`config.mk`:
```
export PLATFORM = sky130hd
export DESIGN_NAME = interleaved_exp_golomb_decoder
export DESIGN_NICKNAME = d
export VERILOG_FILES = /design/src/rtl/core/iegd_pkg.sv /design/src/rtl/core/iegd_front.sv /design/src/rtl/core/iegd_back.sv /design/src/rtl/core/interleaved_exp_golomb_decoder.sv
export SDC_FILE = /design/constraint.sdc
export NUM_CORES = 1
export LEC_CHECK = 0
export ABC_AREA = 1
export BUFFER_PORTS_ARGS = -buffer_cell sky130_fd_sc_hd__buf_2
export CORE_UTILIZATION = 55
export CTS_CLUSTER_DIAMETER = 150
export DETAILED_ROUTE_END_ITERATION = 8
export PLACE_DENSITY = 0.8
export SYNTH_ARGS = -nofsm -noshare
export SYNTH_HDL_FRONTEND = slang
export SYNTH_SLANG_ARGS = --single-unit
```
`constraint.sdc`:
```
create_clock -name clk_i -period 4.34 [get_ports clk_i]
set_clock_uncertainty 0.1 [all_clocks]
set_input_delay 0.217 -clock clk_i [delete_from_list [all_inputs] [get_ports clk_i]]
set_output_delay 0.217 -clock clk_i [all_outputs]
set_load 0.05 [all_outputs]
```
`src/rtl/core/iegd_pkg.sv`:
```
// ----------------------------------------------------------------------------
// iegd_pkg: shared types and constants of the exp-Golomb decoder
// Field widths, code limits, register indexes and the structs that pass
// between the input queue and the bit-serial decode engine.
// ----------------------------------------------------------------------------
package iegd_pkg;

  // Longest accepted prefix; a longer one ends the code as an error.
  localparam int unsigned MaxPrefix  = 16;
  localparam int unsigned PcW        = $clog2(MaxPrefix + 1);
  localparam int unsigned ValueW     = 18;
  localparam int unsigned ByteW      = 8;
  localparam int unsigned BitIdxW    = $clog2(ByteW);
  // Bound on guard bits fed after the final byte.
  localparam int unsigned GuardSteps = 2 * MaxPrefix + 8;
  localparam int unsigned StepW      = $clog2(GuardSteps + 1);
  localparam int unsigned OutDataW   = ((ValueW + 7) / 8) * 8;
  localparam int unsigned OutUserW   = 3;

  // Configuration port
  localparam int unsigned CfgIdxW  = 1;
  localparam int unsigned CfgDataW = 1;
  localparam logic [CfgIdxW-1:0] CfgSignedMode = 1'd0;
  localparam logic [CfgIdxW-1:0] CfgGuardFill  = 1'd1;

  typedef struct packed {
    logic signed_mode;
    logic guard_fill;
  } cfg_t;

  typedef struct packed {
    logic [ByteW-1:0] stream_byte;
    logic             is_last;
  } item_t;

  typedef struct packed {
    logic  valid;
    item_t item;
  } head_t;

  typedef struct packed {
    logic [ValueW-1:0] value;
    logic              has_value;
    logic              overrun;
    logic              code_error;
    logic              stream_end;
  } result_t;

endpackage

```
`src/rtl/core/iegd_front.sv`:
```
// ----------------------------------------------------------------------------
// iegd_front: input queue of the exp-Golomb decoder
// Two-entry queue of stream bytes that decouples the input channel from the
// decode engine.
// ----------------------------------------------------------------------------
module iegd_front (
  input  logic            clk_i,
  input  logic            rst_ni,
  input  logic            in_valid_i,
  output logic            in_ready_o,
  input  iegd_pkg::item_t in_item_i,
  output iegd_pkg::head_t head_o,
  input  logic            pop_i
);
  import iegd_pkg::*;

  item_t      entry_q [2];
  logic       wr_ptr_q, wr_ptr_d;
  logic       rd_ptr_q, rd_ptr_d;
  logic [1:0] count_q, count_d;
  logic       push, pop;

  assign in_ready_o = (count_q != 2'd2);
  assign push       = in_valid_i && in_ready_o;
  assign pop        = pop_i && (count_q != 2'd0);

  assign head_o.valid = (count_q != 2'd0);
  assign head_o.item  = entry_q[rd_ptr_q];

  always_comb begin
    wr_ptr_d = push ? ~wr_ptr_q : wr_ptr_q;
    rd_ptr_d = pop ? ~rd_ptr_q : rd_ptr_q;
    count_d  = count_q + 2'(push) - 2'(pop);
  end

  always_ff @(posedge clk_i or negedge rst_ni) begin
    if (!rst_ni) begin
      wr_ptr_q <= 1'b0;
      rd_ptr_q <= 1'b0;
      count_q  <= 2'd0;
    end else begin
      wr_ptr_q <= wr_ptr_d;
      rd_ptr_q <= rd_ptr_d;
      count_q  <= count_d;
    end
  end

  always_ff @(posedge clk_i) begin
    if (push) begin
      entry_q[wr_ptr_q] <= in_item_i;
    end
  end

endmodule

```
`src/rtl/core/iegd_back.sv`:
```
// ----------------------------------------------------------------------------
// iegd_back: bit-serial decode engine of the exp-Golomb decoder
// Consumes the queue head one bit per cycle while the result register is free,
// feeds guard bits after the final byte and drives the registered result channel.
// ----------------------------------------------------------------------------
module iegd_back (
  input  logic              clk_i,
  input  logic              rst_ni,
  input  iegd_pkg::cfg_t    cfg_i,
  input  iegd_pkg::head_t   head_i,
  output logic              pop_o,
  output logic              res_valid_o,
  input  logic              res_ready_i,
  output iegd_pkg::result_t res_o
);
  import iegd_pkg::*;

  localparam logic [1:0] PhPrefix = 2'd0;
  localparam logic [1:0] PhData   = 2'd1;
  localparam logic [1:0] PhSign   = 2'd2;

  logic [1:0]         phase_q, phase_d;
  logic [PcW-1:0]     pc_q, pc_d;
  logic [ValueW-1:0]  info_q, info_d;
  logic [BitIdxW-1:0] bit_idx_q, bit_idx_d;
  logic               guard_q, guard_d;
  logic [StepW-1:0]   steps_q, steps_d;
  logic               hold_v_q, hold_v_d;
  result_t            hold_q, hold_d;
  logic               out_v_q, out_v_d;
  result_t            out_q, out_d;

  logic               out_free, advance, guard_done, cur_bit;
  logic [ValueW-1:0]  mag;
  logic [1:0]         f_phase;
  logic [PcW-1:0]     f_pc;
  logic [ValueW-1:0]  f_info;
  logic               f_valid;
  result_t            f_res;
  logic               emit_v;
  result_t            emit;

  assign out_free   = !out_v_q || res_ready_i;
  assign advance    = head_i.valid && out_free;
  assign guard_done = ((phase_q == PhPrefix) && (pc_q == '0)) ||
                      (steps_q == StepW'(GuardSteps));
  assign cur_bit    = guard_q ? cfg_i.guard_fill : head_i.item.stream_byte[bit_idx_q];
  assign mag        = ((ValueW'(1) << pc_q) - ValueW'(1)) + info_q;

  // One bit of code: next code state and the result it may finish.
  always_comb begin
    f_phase            = phase_q;
    f_pc               = pc_q;
    f_info             = info_q;
    f_valid            = 1'b0;
    f_res              = '0;
    f_res.overrun      = guard_q;
    unique case (phase_q)
      PhData: begin
        f_info  = {info_q[ValueW-2:0], cur_bit};
        f_phase = PhPrefix;
      end
      PhSign: begin
        f_valid         = 1'b1;
        f_res.value     = cur_bit ? (ValueW'(0) - mag) : mag;
        f_res.has_value = 1'b1;
      end
      default: begin
        if (cur_bit) begin
          if (cfg_i.signed_mode && (mag != '0)) begin
            f_phase = PhSign;
          end else begin
            f_valid         = 1'b1;
            f_res.value     = mag;
            f_res.has_value = 1'b1;
          end
        end else if (pc_q >= PcW'(MaxPrefix)) begin
          f_valid          = 1'b1;
          f_res.code_error = 1'b1;
        end else begin
          f_pc    = pc_q + PcW'(1);
          f_phase = PhData;
        end
      end
    endcase
    // A finished code leaves the state clear.
    if (f_valid) begin
      f_phase = PhPrefix;
      f_pc    = '0;
      f_info  = '0;
    end
  end

  always_comb begin
    phase_d   = phase_q;
    pc_d      = pc_q;
    info_d    = info_q;
    bit_idx_d = bit_idx_q;
    guard_d   = guard_q;
    steps_d   = steps_q;
    hold_v_d  = hold_v_q;
    hold_d    = hold_q;
    pop_o     = 1'b0;
    emit_v    = 1'b0;
    emit      = f_res;
    if (advance) begin
      if (guard_q && guard_done) begin
        // Close the stream: flag the held result, or send an empty end marker.
        emit_v = 1'b1;
        if (hold_v_q) begin
          emit = hold_q;
        end else begin
          emit = '0;
        end
        emit.stream_end = 1'b1;
        hold_v_d  = 1'b0;
        phase_d   = PhPrefix;
        pc_d      = '0;
        info_d    = '0;
        guard_d   = 1'b0;
        steps_d   = '0;
        bit_idx_d = BitIdxW'(ByteW - 1);
        pop_o     = 1'b1;
      end else begin
        phase_d = f_phase;
        pc_d    = f_pc;
        info_d  = f_info;
        if (f_valid) begin
          if (head_i.item.is_last) begin
            // Delay one result so the last of the stream can be flagged.
            emit_v   = hold_v_q;
            emit     = hold_q;
            hold_d   = f_res;
            hold_v_d = 1'b1;
          end else begin
            emit_v = 1'b1;
          end
        end
        if (guard_q) begin
          steps_d = steps_q + StepW'(1);
        end else if (bit_idx_q == '0) begin
          bit_idx_d = BitIdxW'(ByteW - 1);
          if (head_i.item.is_last) begin
            guard_d = 1'b1;
            steps_d = '0;
          end else begin
            pop_o = 1'b1;
          end
        end else begin
          bit_idx_d = bit_idx_q - BitIdxW'(1);
        end
      end
    end
  end

  always_comb begin
    out_v_d = out_v_q;
    out_d   = out_q;
    if (out_free) begin
      out_v_d = emit_v;
      out_d   = emit;
    end
  end

  assign res_valid_o = out_v_q;
  assign res_o       = out_q;

  always_ff @(posedge clk_i or negedge rst_ni) begin
    if (!rst_ni) begin
      phase_q   <= PhPrefix;
      pc_q      <= '0;
      info_q    <= '0;
      bit_idx_q <= BitIdxW'(ByteW - 1);
      guard_q   <= 1'b0;
      steps_q   <= '0;
      hold_v_q  <= 1'b0;
      out_v_q   <= 1'b0;
    end else begin
      phase_q   <= phase_d;
      pc_q      <= pc_d;
      info_q    <= info_d;
      bit_idx_q <= bit_idx_d;
      guard_q   <= guard_d;
      steps_q   <= steps_d;
      hold_v_q  <= hold_v_d;
      out_v_q   <= out_v_d;
    end
  end

  always_ff @(posedge clk_i) begin
    hold_q <= hold_d;
    out_q  <= out_d;
  end

endmodule

```
`src/rtl/core/interleaved_exp_golomb_decoder.sv`:
```
// ----------------------------------------------------------------------------
// interleaved_exp_golomb_decoder: stream decoder for interleaved exp-Golomb
// Takes coded bytes MSB first and returns one result per finished code.
// ----------------------------------------------------------------------------
// Usage:
//   Input channel s_axis_*: one stream byte per transaction in tdata, with
//   tlast marking the final byte of a stream. Output channel m_axis_*: one
//   result per transaction; tdata holds the value (signed in signed mode),
//   tuser the flags, tlast marks the last result caused by the final byte.
//   Configuration: write signed_mode (index 0) or guard_fill (index 1)
//   through cfg_we_i / cfg_idx_i / cfg_wdata_i while the block is idle.
// Throughput: the decode engine consumes one bit per cycle while the output
//   register is free. After the final byte it feeds the guard bits needed
//   to finish a pending code, then closes the stream.
// Output: a result is on m_axis right after the edge that consumes its
//   last bit; results of a final byte are held until the next result or the
//   stream close, so the last of them can carry tlast.
// Reset: both config registers return to 1, the queue empties and any
//   partial code is dropped.
// Stall: the output register holds a result until it is taken; the engine
//   stops while it is full, and the two-entry queue keeps accepting bytes
//   until it fills.
// ----------------------------------------------------------------------------
module interleaved_exp_golomb_decoder (
  input  logic                              clk_i,
  input  logic                              rst_ni,
  // Slave stream: tdata = stream_byte[7:0]; tlast = is_last
  input  logic                              s_axis_tvalid,
  output logic                              s_axis_tready,
  input  logic [iegd_pkg::ByteW-1:0]        s_axis_tdata,
  input  logic                              s_axis_tlast,
  // Master stream: tdata = value[17:0], zero fill to 24 bits
  //                tuser = has_value[0], overrun[1], code_error[2]
  //                tlast = stream_end
  output logic                              m_axis_tvalid,
  input  logic                              m_axis_tready,
  output logic [iegd_pkg::OutDataW-1:0]     m_axis_tdata,
  output logic [iegd_pkg::OutUserW-1:0]     m_axis_tuser,
  output logic                              m_axis_tlast,
  // Configuration write port
  input  logic                              cfg_we_i,
  input  logic [iegd_pkg::CfgIdxW-1:0]      cfg_idx_i,
  input  logic [iegd_pkg::CfgDataW-1:0]     cfg_wdata_i
);
  import iegd_pkg::*;

  cfg_t    cfg_q, cfg_d;
  item_t   in_item;
  head_t   head;
  logic    pop;
  result_t res;

  // Config registers: take a write on any edge with the enable high.
  always_comb begin
    cfg_d = cfg_q;
    if (cfg_we_i) begin
      unique case (cfg_idx_i)
        CfgSignedMode: cfg_d.signed_mode = cfg_wdata_i[0];
        CfgGuardFill:  cfg_d.guard_fill  = cfg_wdata_i[0];
      endcase
    end
  end

  always_ff @(posedge clk_i or negedge rst_ni) begin
    if (!rst_ni) begin
      cfg_q.signed_mode <= 1'b1;
      cfg_q.guard_fill  <= 1'b1;
    end else begin
      cfg_q <= cfg_d;
    end
  end

  assign in_item.stream_byte = s_axis_tdata;
  assign in_item.is_last     = s_axis_tlast;

  // Front: queue incoming bytes.
  iegd_front u_front (
    .clk_i      (clk_i),
    .rst_ni     (rst_ni),
    .in_valid_i (s_axis_tvalid),
    .in_ready_o (s_axis_tready),
    .in_item_i  (in_item),
    .head_o     (head),
    .pop_i      (pop)
  );

  // Back: decode bits and drive the result register.
  iegd_back u_back (
    .clk_i       (clk_i),
    .rst_ni      (rst_ni),
    .cfg_i       (cfg_q),
    .head_i      (head),
    .pop_o       (pop),
    .res_valid_o (m_axis_tvalid),
    .res_ready_i (m_axis_tready),
    .res_o       (res)
  );

  // Pack the result fields onto the master stream.
  assign m_axis_tdata = {(OutDataW - ValueW)'(0), res.value};
  assign m_axis_tuser = {res.code_error, res.overrun, res.has_value};
  assign m_axis_tlast = res.stream_end;

endmodule

```
# Word level (Yosys, flattened, before mapping)
# Memory sizes are Yosys's and may differ from the RTL's.
# Index checks and enable logic that the tools add are counted.
[classes]
bitwise = 4
magnitude_cmp = 2
mux = 57
n_reduce_logical = 29
n_addsub = 8
n_eq_ne = 11
n_shift = 1
[ops]
columns = ["operator", "n"]
rows = [
  ["two-way mux 22 bit", 5],
  ["two-way mux 18 bit", 4],
  ["two-way mux 19 bit", 2],
  ["one-hot mux 19 bit (2 select lines)", 1],
  ["two-way mux 1 bit", 25],
  ["two-way mux 5 bit", 5],
  ["two-way mux 6 bit", 4],
  ["adder 18 bit", 1],
  ["nonzero test 18 bit", 1],
  ["<< shifter 1 x 5 -> 18 bit (first input constant)", 1],
  ["subtractor 1 x 18 -> 18 bit (first input constant)", 1],
  ["subtractor 18 x 1 -> 18 bit (second input constant)", 1],
  ["AND reduction 4 bit", 3],
  ["two-way mux 2 bit", 5],
  ["two-way mux 3 bit", 3],
  ["nonzero test 3 bit", 3],
  ["AND reduction 2 bit", 4],
  ["adder 6 x 1 -> 6 bit (second input constant)", 1],
  ["== test 6 bit (second input constant)", 1],
  ["logical AND 1 bit", 6],
  ["!= test 3 x 1 -> 1 bit (second input constant)", 2],
  ["AND reduction 3 bit", 2],
  ["nonzero test 2 bit", 3],
  ["adder 5 x 1 -> 5 bit (second input constant)", 1],
  ["other kinds (22)", 27],
]
[word_totals]
mem_count = 1
inputBits = 16
reg_bits = 86
wordCells = 135
ram_bits = 18
[memory_table]
columns = ["memory", "depth", "word_bits", "rd", "rd_ports_with_merged_regs", "write_ports", "line_no", "source"]
rows = [
  ["u_front.entry_q", 2, 9, 1, 0, 1, "iegd_front.sv:17", "item_t entry_q [2];"],
]

# Longest topological paths before layout
# Gate-level depths: netlist of the first run.
[depth]
ltp_word = 12
ltp_mapped = 31
ltp_nobuf = 31

# By module
# Synthesis of the first run repeated with hierarchy kept, for this count alone.
[unflattened]
hier_cells = 992
hier_area_um2 = 7516.0
[modules_own_cells]
columns = ["module", "area_each_um2", "instances", "cells_per_inst", "seq_area_each_um2"]
rows = [
  ["iegd_back", 6472.5, 1, 896, 2220.9],
  ["iegd_front", 905.9, 1, 78, 640.6],
  ["interleaved_exp_golomb_decoder", 137.6, 1, 18, 52.6],
]

# Least setup slack after synthesis of the first run
# No wires, ideal clock.
[synth_path]
path_kind = "register to register"
start = "register u_back.pc_q[1]"
end = "register u_back.hold_q[10] (netlist name), enable pin"
required_time_ns = 3.864
arrival_ns = 3.580
setup_ns = 0.376
stages_incl_launch_ff = 28
path_buffers = 0
path_slack_ns = 0.284
path_cell_list = "dfrtp_1 inv_1 ha_1 inv_1 nor2_1 nand2_1 ha_1 inv_1 ha_1 inv_1 fa_1 inv_1 nand2_2 nand2_2 nand3_2 nand2_2 nand2_2 nand2_2 nand2_2 nand2_2 nand2_1 nor2_2 nand4_2 nand2_4 nand3_4 nand3_4 nand3_1 inv_1"
[synth_via]
elab_chain_cells = 9
elab_cells_between_ends = 16
classes_between = "2 x add/sub; 1 x order compare; 1 x shift; 4 x mux; 1 x bitwise; 7 x reduce/logical"
[synth_rtl]
columns = ["item", "line_no", "source"]
rows = [
  ["from (decl)", "iegd_back.sv:23", "logic [PcW-1:0] pc_q, pc_d;"],
  ["from (signal assigned)", "iegd_back.sv:180", "pc_q <= pc_d;"],
  ["<< shifter 1 x 5 -> 18 bit", "iegd_back.sv:48", "assign mag = ((ValueW'(1) << pc_q) - ValueW'(1)) + info_q;"],
  ["subtractor 18 x 1 -> 18 bit", "iegd_back.sv:48", ""],
  ["adder 18 bit", "iegd_back.sv:48", ""],
  ["nonzero test 18 bit", "iegd_back.sv:70", "if (cfg_i.signed_mode && (mag != '0)) begin"],
  ["logical AND 1 bit", "iegd_back.sv:70", ""],
  ["two-way mux 1 bit", "iegd_back.sv:70", ""],
  ["two-way mux 1 bit", "iegd_back.sv:69", "if (cur_bit) begin"],
  ["one-hot mux 1 bit (2 select lines)", "iegd_back.sv:58", "unique case (phase_q)"],
  ["AND reduction 4 bit (no source line) *", "n/a", ""],
  ["to (signal assigned)", "iegd_back.sv:191", "hold_q <= hold_d;"],
  ["to (decl)", "iegd_back.sv:29", "result_t hold_q, hold_d;"],
]
# Every way passes the cells marked *; elsewhere a longest branch is shown, timed or not.
# A chain may end at the register's enable or synchronous reset.

==> results of run 1 <==
## final cells by class
class | count | area [sq um]
Multi-Input combinational cell | 685 | 3810
Clock buffer | 10 | 229
Sequential cell | 104 | 2920
Inverter | 186 | 703
Tap cell | 176 | 220
Fill cell | 1135 | 4860
Timing Repair Buffer | 64 | 429
Clock inverter | 6 | 78.8
## kinds of logic (layout without fill, tap and decap cells)
| kind of cell | after synthesis | count (layout) | synth area share (%) |
|---|---|---|---|
| AOI/OAI and AO/OA | 91 | 91 | 7.13 |
| and+or+nand+nor | 524 | 527 | 32.4 |
| buffers and inverters | 214 | 266 | 11.6 |
| xor gates and xnor gates | 11 | 11 | 1.29 |
| DFF | 104 | 104 | 39.1 |
| other | 1 | 6 | 0.0503 |
| adders and majority gates | 50 | 50 | 8.49 |
## worst max-delay path, cell delays in order, from the launching register on
cell	delay (ps)
dfrtp_2	420
inv_1	90
ha_1	160
inv_1	70
nor2_4	110
nand2_1	70
ha_1	280
inv_1	60
ha_2	200
inv_1	60
fa_2	570
nand2_1	70
nor2_2	100
nand2_1	60
inv_1	70
nand3_1	70
or2_2	330
nor2_2	120
a21oi_1	80
xor2_1	210
o21ai_0	210
nor2_1	150
nand2_1	60
nand2_1	60
inv_1	40
## synth_stat cells, types with 4 or more instances
cell | instances | area, sq um
nand3_4 | 4 | 70.1
nand3_1 | 73 | 365
inv_1 | 175 | 657
nor2_2 | 7 | 43.8
buf_4 | 6 | 45.0
clkbuf_1 | 9 | 33.8
inv_2 | 9 | 33.8
edfxtp_1 | 61 | 1830
nand3b_1 | 5 | 37.5
nand2_2 | 24 | 150
xor2_1 | 9 | 78.8
nor3_1 | 8 | 40.0
a21oi_1 | 23 | 115
buf_6 | 4 | 45.0
o21ai_1 | 19 | 95.1
dfstp_2 | 5 | 131
a31oi_1 | 4 | 25.0
nor2_1 | 76 | 285
nand2_1 | 283 | 1060
o21ai_2 | 6 | 52.6
nand3_2 | 7 | 70.1
ha_1 | 49 | 613
dfrtp_1 | 38 | 951
nand4_1 | 21 | 131
o21ai_0 | 25 | 125
buf_2 | 9 | 45.0
## routing by layer
metal	routed length, microns	global-route usage [%]	vias to the layer above
li1	-	-	3265
met1	7480	31.5	2924
met2	8170	41.0	160
met3	716	4.58	27
met4	446	8.78	0
met5	0	0	-
## worst paths after layout
check	cells past startpoint	slack (ps)	endpoint
worst max-delay path	24	290	u_back.res_o[15]
worst min-delay path	4	140	u_front.count_q[0]
worst max register to register	24	290	u_back.res_o[15]
worst min register to register	1	400	u_back.steps_q[3]
max in group asynchronous	2	2950	u_back.pc_q[1]
min in group asynchronous	2	470	u_back.info_q[6]
## metrics by stage
stage / worst slack, ps / hold slack (ps) / instance area [sq um] / setup TNS, ps / cells
after floorplan: 284 / -179 / 7480 / 0 / 1000
after global placement: 213 / 306 / 7780 / 0 / 1194
after detailed placement: 29.7 / 307 / 7780 / 0 / 1194
after CTS: 10.0 / 145 / 8230 / 0 / 1224
after global routing: -40.9 / 169 / 8380 / -74.4 / 1231
final: 291 / 142 / 8380 / 0 / 1231
## flip-flops by register name (all words and copies together) (netlist names), 2 cells and up
signal            count
u_back.hold_q        21
u_back.res_o         22
u_back.phase_q        2
u_front.entry_q      18
u_back.steps_q        6
u_back.info_q        18
u_back.bit_idx_q      3
cfg_q                 2
u_back.pc_q           5
u_front.count_q       2
## repair_timing
action                                 4_1_cts  5_1_grt
setup buffers                                0        4
hold buffers                                14        0
setup endpoints to repair                    0       78
endpoints found under the hold margin       39        0
gates resized for setup                      0       29
==> summary.txt, run 1 <==
Timing
  – Fin crit share: 93.3%
  – Final setup fails: 0
  – Final hold violation count: 0
  – Max-slew violations: 0
  – Highest Clock Rate: 247 MHz
  – Slew at the pin closest to its max-slew limit: 1020 ps
  – Slew margin rel.: 31.8%
  – Tmin final: 4050 ps
  – RSZ-0062 raised after global routing: true

Min path
  – Min-Delay Startpoint: s_axis_tvalid
  – Hold WC Path Type: input pin to register

Global routing
  – Largest net degree at the start of global routing: 44
  – Global-route wire length before repair: 27.2 mm
  – Initial antenna violation count: 0
  – Vias in the first global route: 5,751
  – GR Overflow Total: 0
  – Total track usage: 24.4%

Floorplanning
  – Core Region: 13,200 sq um
  – Die area: 14,000 sq um
  – Die W: 118 microns
  – Ports: 46
  – Starting Density: 56.3%
  – Die boundary height: 118 microns
  – # rows: 42

Final layout
  – Area Overhead vs Synth: 12.4%
  – Post-Route Utilization: 63.3%
  – Share of layout cells above drive strength 1: 15.4%
  – Commonest cells after routing, fill and taps aside: nand2_1, inv_1, nand3_1
  – Ant diodes: 0
  – Nets: 1,116
  – Commonest non-fill, non-tap cell in the layout: nand2_1

Place
  – Hpwl dp: 12.0 mm
  – Routability congestion estimate: 0.890
  – Port bufs: 39

Clocking
  – CTS Buf Count: 9
  – Worst skew pair latency: 360 ps
  – CTS tree: built
  – CTS max path bufs: 2
  – Clock Tree Root: clkbuf_16
  – Clock transition at the registers of the reported paths: 70 ps
  – H-tree Lvls: 3
  – Clk sinks: 104

Logic synthesis
  – Number of synthesized flops with an enable pin: 61
  – Ys Warns: 0
  – Sequential area share after synthesis: 39.1%
  – Synth Cell Area: 7460 sq um
  – Syn_area_per_cell: 7.50 sq um
  – Yosys cell types: 47
  – Synth Instances: 995
  – Post-synthesis async set-or-reset flop share: 41.3%
  – Post-synthesis register bit count: 104
  – Most common flop cell mapped by yosys: edfxtp_1

Worst setup path
  – WP data required: 4370 ps
  – Setup crit start: u_back.pc_q[1]
  – CP Capture Type: register
  – Max FO, Critical Path: 5
  – Startpoint Class: register
  – Worst r2r src: u_back.pc_q[1]
  – Worst path arrival time: 4070 ps
  – Crit path kind: register to register

Detailed routing
  – Vias per inst: 5.18
  – First-pass DRT Iterations: 5
  – Detail Route Antenna Nets: 0
  – Initial DRC Count: 457
  – Vias: 6,376
  – DR WL/cell: 13.7 microns
  – Post-Route WL: 16.8 mm
  – Residual DRC: 0

Outcome
  – Status: complete, no violations

Job
  – Max-Cap Viols: 0
Power of run 1 is left out: the tool's default activity adds up to more than one toggle a clock period on the data nets, which glitch-free logic cannot reach.
==> run 2, diff against run 1 <==
ABC_AREA = unset   (was 1)
==> summary.txt, run 2 <==
Logic synthesis
  – Syn_area_per_cell: 9.95 sq um
  – Commonest cells post-synth: inv_1, edfxtp_1, ha_1, nand2_1
  – Synth top area share: 26.8%
  – Most common flop cell mapped by yosys: edfxtp_1
  – Sequential area share after synthesis: 42.6%
  – Post-synthesis async set-or-reset flop share: 41.3%
  – Synth Instances: 688
  – Synth Cell Area: 6850 sq um
  – Most frequent cell after synthesis: inv_1
  – Post-synthesis register bit count: 104
  – Largest cells by area after synthesis: edfxtp_1, dfrtp_1, ha_1, a22o_1, inv_1
  – Yosys cell types: 86
  – Ys Warns: 0
  – Synth area leader: edfxtp_1
  – Number of synthesized flops with an enable pin: 61

Worst setup path
  – Slowest stage delay, CP: 460 ps
  – WP data required: 4470 ps
  – Top cell by count, worst path: ha_1
  – Worst path cell trace: inv_2 -> ha_1 -> nor2b_1 -> nand2_1 -> ha_1 -> inv_1 -> ha_1 -> a21oi_2 -> o211ai_1 -> o211a_1 -> or3_4 -> a211o_1 -> nor4_4 -> a31oi_2 -> or2_4 -> o32ai_4 -> a22o_1
  – Max FO, Critical Path: 7
  – Crit path kind: register to register
  – Critical Path Slowest Stage Cell: dfrtp_2
  – Worst Path Buf+Inv: 2
  – CP Capture Type: register
  – Worst path arrival time: 4650 ps
  – Crit path max-delay family: compound AO/OA/AOI/OAI gates
  – Startpoint Class: register

Clocking
  – CTS Buf Count: 9
  – Clock Tree Root: clkbuf_16
  – Clk sinks: 104
  – Clock transition at the registers of the reported paths: 70 ps
  – CTS max path bufs: 2
  – Worst skew pair latency: 370 ps
  – H-tree Lvls: 3
  – CTS tree: built

Timing
  – Slew at the pin closest to its max-slew limit: 957 ps
  – Slew margin rel.: 36.2%
  – Final hold violation count: 0
  – Fin crit share: 104%
  – Final worst setup slack: -181 ps
  – Setup TNS Final: -4620 ps
  – Hold Worst Slack: 14.8 ps
  – Final setup fails: 67
  – Max-slew violations: 0
  – Tmin final: 4520 ps
  – RSZ-0062 raised after global routing: true
  – Highest Clock Rate: 221 MHz

Global routing
  – Largest net degree at the start of global routing: 44
  – Initial antenna violation count: 0
  – GR Overflow Total: 0
  – Global-route wire length before repair: 28.2 mm
  – Total track usage: 27.9%
  – Vias in the first global route: 5,841

Detailed routing
  – Routed met1 length: 7.62 mm
  – Initial DRC Count: 695
  – DR WL/cell: 19.1 microns
  – First-pass DRT Iterations: 6
  – Top layer in use: met4
  – Residual DRC: 0
  – Met3 Wirelength: 1.03 mm
  – Post-Route WL: 19.1 mm
  – Detail Route Antenna Nets: 0
  – Vias per inst: 6.18
  – Metal2 WL: 9.74 mm
  – Vias: 6,174

Final layout
  – Max FFs per register: 22
  – Multi-input logic area: 3910 sq um
  – Final cell count without fillers: 999
  – Storage cell area: 2920 sq um
  – Commonest cells after routing, fill and taps aside: inv_1, buf_4, edfxtp_1
  – Final Cell Area: 8870 sq um
  – Ant diodes: 0
  – Area Overhead vs Synth: 29.6%
  – Share of layout cells above drive strength 1: 31.0%
  – Nets: 892
  – Commonest non-fill, non-tap cell in the layout: inv_1
  – # fillers: 814

Outcome
  – Failing checks: negative setup slack
  – Status: complete, but fails checks

Min path
  – Hold WC Path Type: input pin to register

Place
  – Hpwl dp: 12.4 mm
  – Placed cells: 949
  – DP Area: 7780 sq um
  – Port bufs: 39
  – Routability congestion estimate: 0.890

Floorplanning
  – Die W: 114 microns
  – Die boundary height: 114 microns
  – Core Region: 12,100 sq um
  – Ports: 46
  – Die area: 12,900 sq um
  – # rows: 40
  – Starting Density: 56.8%

Job
  – Max-Cap Viols: 0
## run 2: changes by cell type in the layout (fill, tap and decap cells not counted), sizes merged, moves of 12 or more
cell   change
o22ai     +12
o21ai     -14
a22o      +38
nand2    -264
nand4     -17
buf       +89
inv       -97
nor2      -47
nand3     -71
## run 2: cell type report
class / count / share of cell area, %
clock inverters: 6 / 0.564
repair buffers: 150 / 13.8
inverters: 84 / 3.55
flip-flops and latches: 104 / 32.9
multi-input cells: 477 / 44.1
well taps: 168 / 2.37
clock buffers: 10 / 2.69
## run 2: kinds of logic (layout without fill, tap and decap cells)
group                    count (synthesis)  in the layout  share of synthesized area, %
AO/OA/AOI/OAI                          198            198                          21.8
XOR/XNOR                                23             23                          2.94
buffers and inverters                  113            250                          6.82
adder cells (fa/ha/maj)                 50             50                          9.25
AND/OR/NAND/NOR                        187            188                          14.6
flip-flops                             104            104                          42.6
multiplexers                            12             12                          1.96
other                                    1              6                        0.0548
## run 2: worst paths after layout
kind / startpoint / end / slack, ps / cells after the start
worst min register to register: u_front.wr_ptr_q / u_front.wr_ptr_q / 400 / 1
worst max-delay path: u_back.pc_q[0] / u_back.res_o[11] / -180 / 17
min in group asynchronous: rst_ni / u_back.res_valid_o / 490 / 2
max in group asynchronous: rst_ni / u_back.pc_q[0] / 2980 / 2
worst min-delay path: cfg_wdata_i / cfg_q[0] / 10 / 2
worst max register to register: u_back.pc_q[0] / u_back.res_o[11] / -180 / 17
## run 2: routing by layer
| metal | track usage [%] | vias up |
|---|---|---|
| li1 | - | 2792 |
| met3 | 4.04 | 70 |
| met5 | 0 | - |
| met1 | 35.7 | 3027 |
| met2 | 47.4 | 285 |
| met4 | 11.8 | 0 |
## run 2: worst reg2reg max path: stages (launching register included)
cell,delay (ps)
dfrtp_2,460
inv_2,80
ha_1,160
nor2b_1,170
nand2_1,110
ha_1,290
inv_1,60
ha_1,370
a21oi_2,190
o211ai_1,110
o211a_1,130
or3_4,370
a211o_1,350
nor4_4,430
a31oi_2,170
or2_4,320
o32ai_4,320
a22o_1,200
## run 2: through the flow
step	setup slack [ps]	utilization, %
2_1_floorplan	-63.1	-
3_3_place_gp	-253	64.5
6_report	-181	73.5
5_1_grt	-365	73.5
3_5_place_dp	-410	64.5
4_1_cts	-27.2	69.7
## run 2: repair_timing
| item | CTS | global route |
|---|---|---|
| hold buffers | 10 | 0 |
| hold endpoints to repair | 56 | 0 |
| pin swaps | 8 | 27 |
| gates cloned | 1 | 5 |
| setup buffers | 10 | 10 |
| gates resized for setup | 27 | 76 |
| endpoints found under the setup margin | 71 | 83 |
Power of run 2 is left out for the same reason.
==> run 3, diff against run 2 <==
CORE_UTILIZATION = 45   (was 55)
PLACE_DENSITY = 0.66   (was 0.8)
clock period = 5.3 ns   (was 4.34 ns; I/O delays follow)
==> summary.txt, run 3 (same netlist as run 2, synthesis figures left out) <==
Timing
  – Setup TNS Final: 0 ps
  – Max-slew violations: 0
  – Highest Clock Rate: 204 MHz
  – Slew margin rel.: 28.1%
  – Slew at the pin closest to its max-slew limit: 1080 ps
  – Fin crit share: 92.6%
  – RSZ-0062 raised after global routing: false
  – Final hold violation count: 0
  – Tmin final: 4910 ps
  – Final setup fails: 0
  – Final worst setup slack: 393 ps

Floorplanning
  – # rows: 44
  – Core Region: 14,700 sq um
  – Die W: 125 microns
  – Die boundary height: 125 microns
  – Ports: 46
  – Die area: 15,700 sq um
  – Starting Density: 46.6%

Worst setup path
  – WP data required: 5300 ps
  – Crit path max-delay family: simple AND/OR/NAND/NOR gates
  – Startpoint Class: register
  – Worst path arrival time: 4910 ps
  – Worst path cell trace: inv_1 -> ha_1 -> nor2b_1 -> nand2_1 -> ha_1 -> inv_1 -> ha_1 -> inv_1 -> fa_1 -> and2b_1 -> o21ai_2 -> a21oi_2 -> or3_1 -> a211o_1 -> nor4_4 -> o211ai_1 -> and2_1 -> buf_4 -> a32o_1
  – Slowest stage delay, CP: 420 ps
  – Worst Path Buf+Inv: 4
  – CP Capture Type: register
  – Critical Path Slowest Stage Cell: dfrtp_1
  – Max FO, Critical Path: 15
  – Crit path kind: register to register

Place
  – DP Area: 7200 sq um
  – Port bufs: 39
  – Setup WS pre-CTS: 44.2 ps
  – Routability congestion estimate: 0.893
  – Hpwl dp: 11.3 mm

Detailed routing
  – Initial DRC Count: 389
  – Post-Route WL: 14.8 mm
  – Vias: 5,110
  – DR WL/cell: 16.0 microns
  – Vias per inst: 5.54
  – Residual DRC: 3
  – First-pass DRT Iterations: 7
  – Detail Route Antenna Nets: 0

Clocking
  – Worst skew pair latency: 360 ps
  – Clk sinks: 104
  – Clock Tree Root: clkbuf_16
  – CTS tree: built
  – CTS Buf Count: 9
  – CTS max path bufs: 2
  – H-tree Lvls: 3
  – Clock transition at the registers of the reported paths: 70 ps

Final layout
  – Commonest cells after routing, fill and taps aside: inv_1, edfxtp_1, ha_1
  – Commonest non-fill, non-tap cell in the layout: inv_1
  – Final Cell Area: 7650 sq um
  – Post-Route Utilization: 52.1%
  – Share of layout cells above drive strength 1: 15.6%
  – Nets: 800
  – Ant diodes: 0
  – Max FFs per register: 22
  – Area Overhead vs Synth: 11.8%

Global routing
  – Initial antenna violation count: 0
  – GR Overflow Total: 0
  – Total track usage: 19.6%
  – Largest net degree at the start of global routing: 44
  – Vias in the first global route: 5,025
  – Global-route wire length before repair: 24.5 mm

Outcome
  – Status: complete, but fails checks
  – Failing checks: design-rule violations

Job
  – Max-Cap Viols: 0

Min path
  – Hold WC Path Type: input pin to register
## run 3: changes by cell type in the layout (fill, tap and decap cells not counted), sizes merged
cell    before  now
bufinv       0    1
clkinv       1    2
inv         88   87
or2         11   10
clkbuf      11    9
buf        139   49
## run 3: layer usage
layer	track usage [%]	vias to the layer above	wire length, microns
met4	8.61	0	363
met2	32.1	90	7060
met3	2.61	21	340
li1	-	2601	-
met5	0	-	0
met1	26.2	2398	7030
## run 3: metrics by stage
step,hold slack (ps),cells
6_report,64.8,923
2_1_floorplan,-131,693
3_5_place_dp,356,895
3_3_place_gp,349,895
4_1_cts,63.2,921
5_1_grt,63.5,923
## run 3: path summary, 6_finish.rpt
check | from | endpoint | slack, ps | cells past startpoint
worst max-delay path | u_back.pc_q[1] | u_back.res_o[10] | 390 | 19
worst min-delay path | cfg_wdata_i | cfg_q[0] | 60 | 2
worst max register to register | u_back.pc_q[1] | u_back.res_o[10] | 390 | 19
worst min register to register | u_front.wr_ptr_q | u_front.wr_ptr_q | 400 | 1
max in group asynchronous | rst_ni | u_back.phase_q[0] | 4040 | 2
min in group asynchronous | rst_ni | u_back.info_q[15] | 480 | 2
## run 3: layout make-up
type                       instances  area (sq um)
clock inverter                     7          76.3
timing repair buffer              59           383
fill                            1296          7050
tap                              184           230
sequential                       104          2910
multi-input combinational        476          3510
inverter                          84           315
clock buffer                       9           225
## run 3: what timing repair did
item | CTS | global route
setup buffers | 0 | 2
gates resized for setup | 0 | 4
setup endpoints to repair | 0 | 33
hold endpoints to repair | 56 | 0
hold buffers | 10 | 0
## run 3: worst register-to-register path: stages (launching register included)
cell      delay (ps)
dfrtp_1          420
inv_1             90
ha_1             230
nor2b_1          190
nand2_1           80
ha_1             270
inv_1             40
ha_1             220
inv_1             90
fa_1             200
and2b_1          250
o21ai_2          260
a21oi_2          120
or3_1            330
a211o_1          380
nor4_4           390
o211ai_1         240
and2_1           280
buf_4            210
a32o_1           260
Power of run 3 is left out for the same reason.
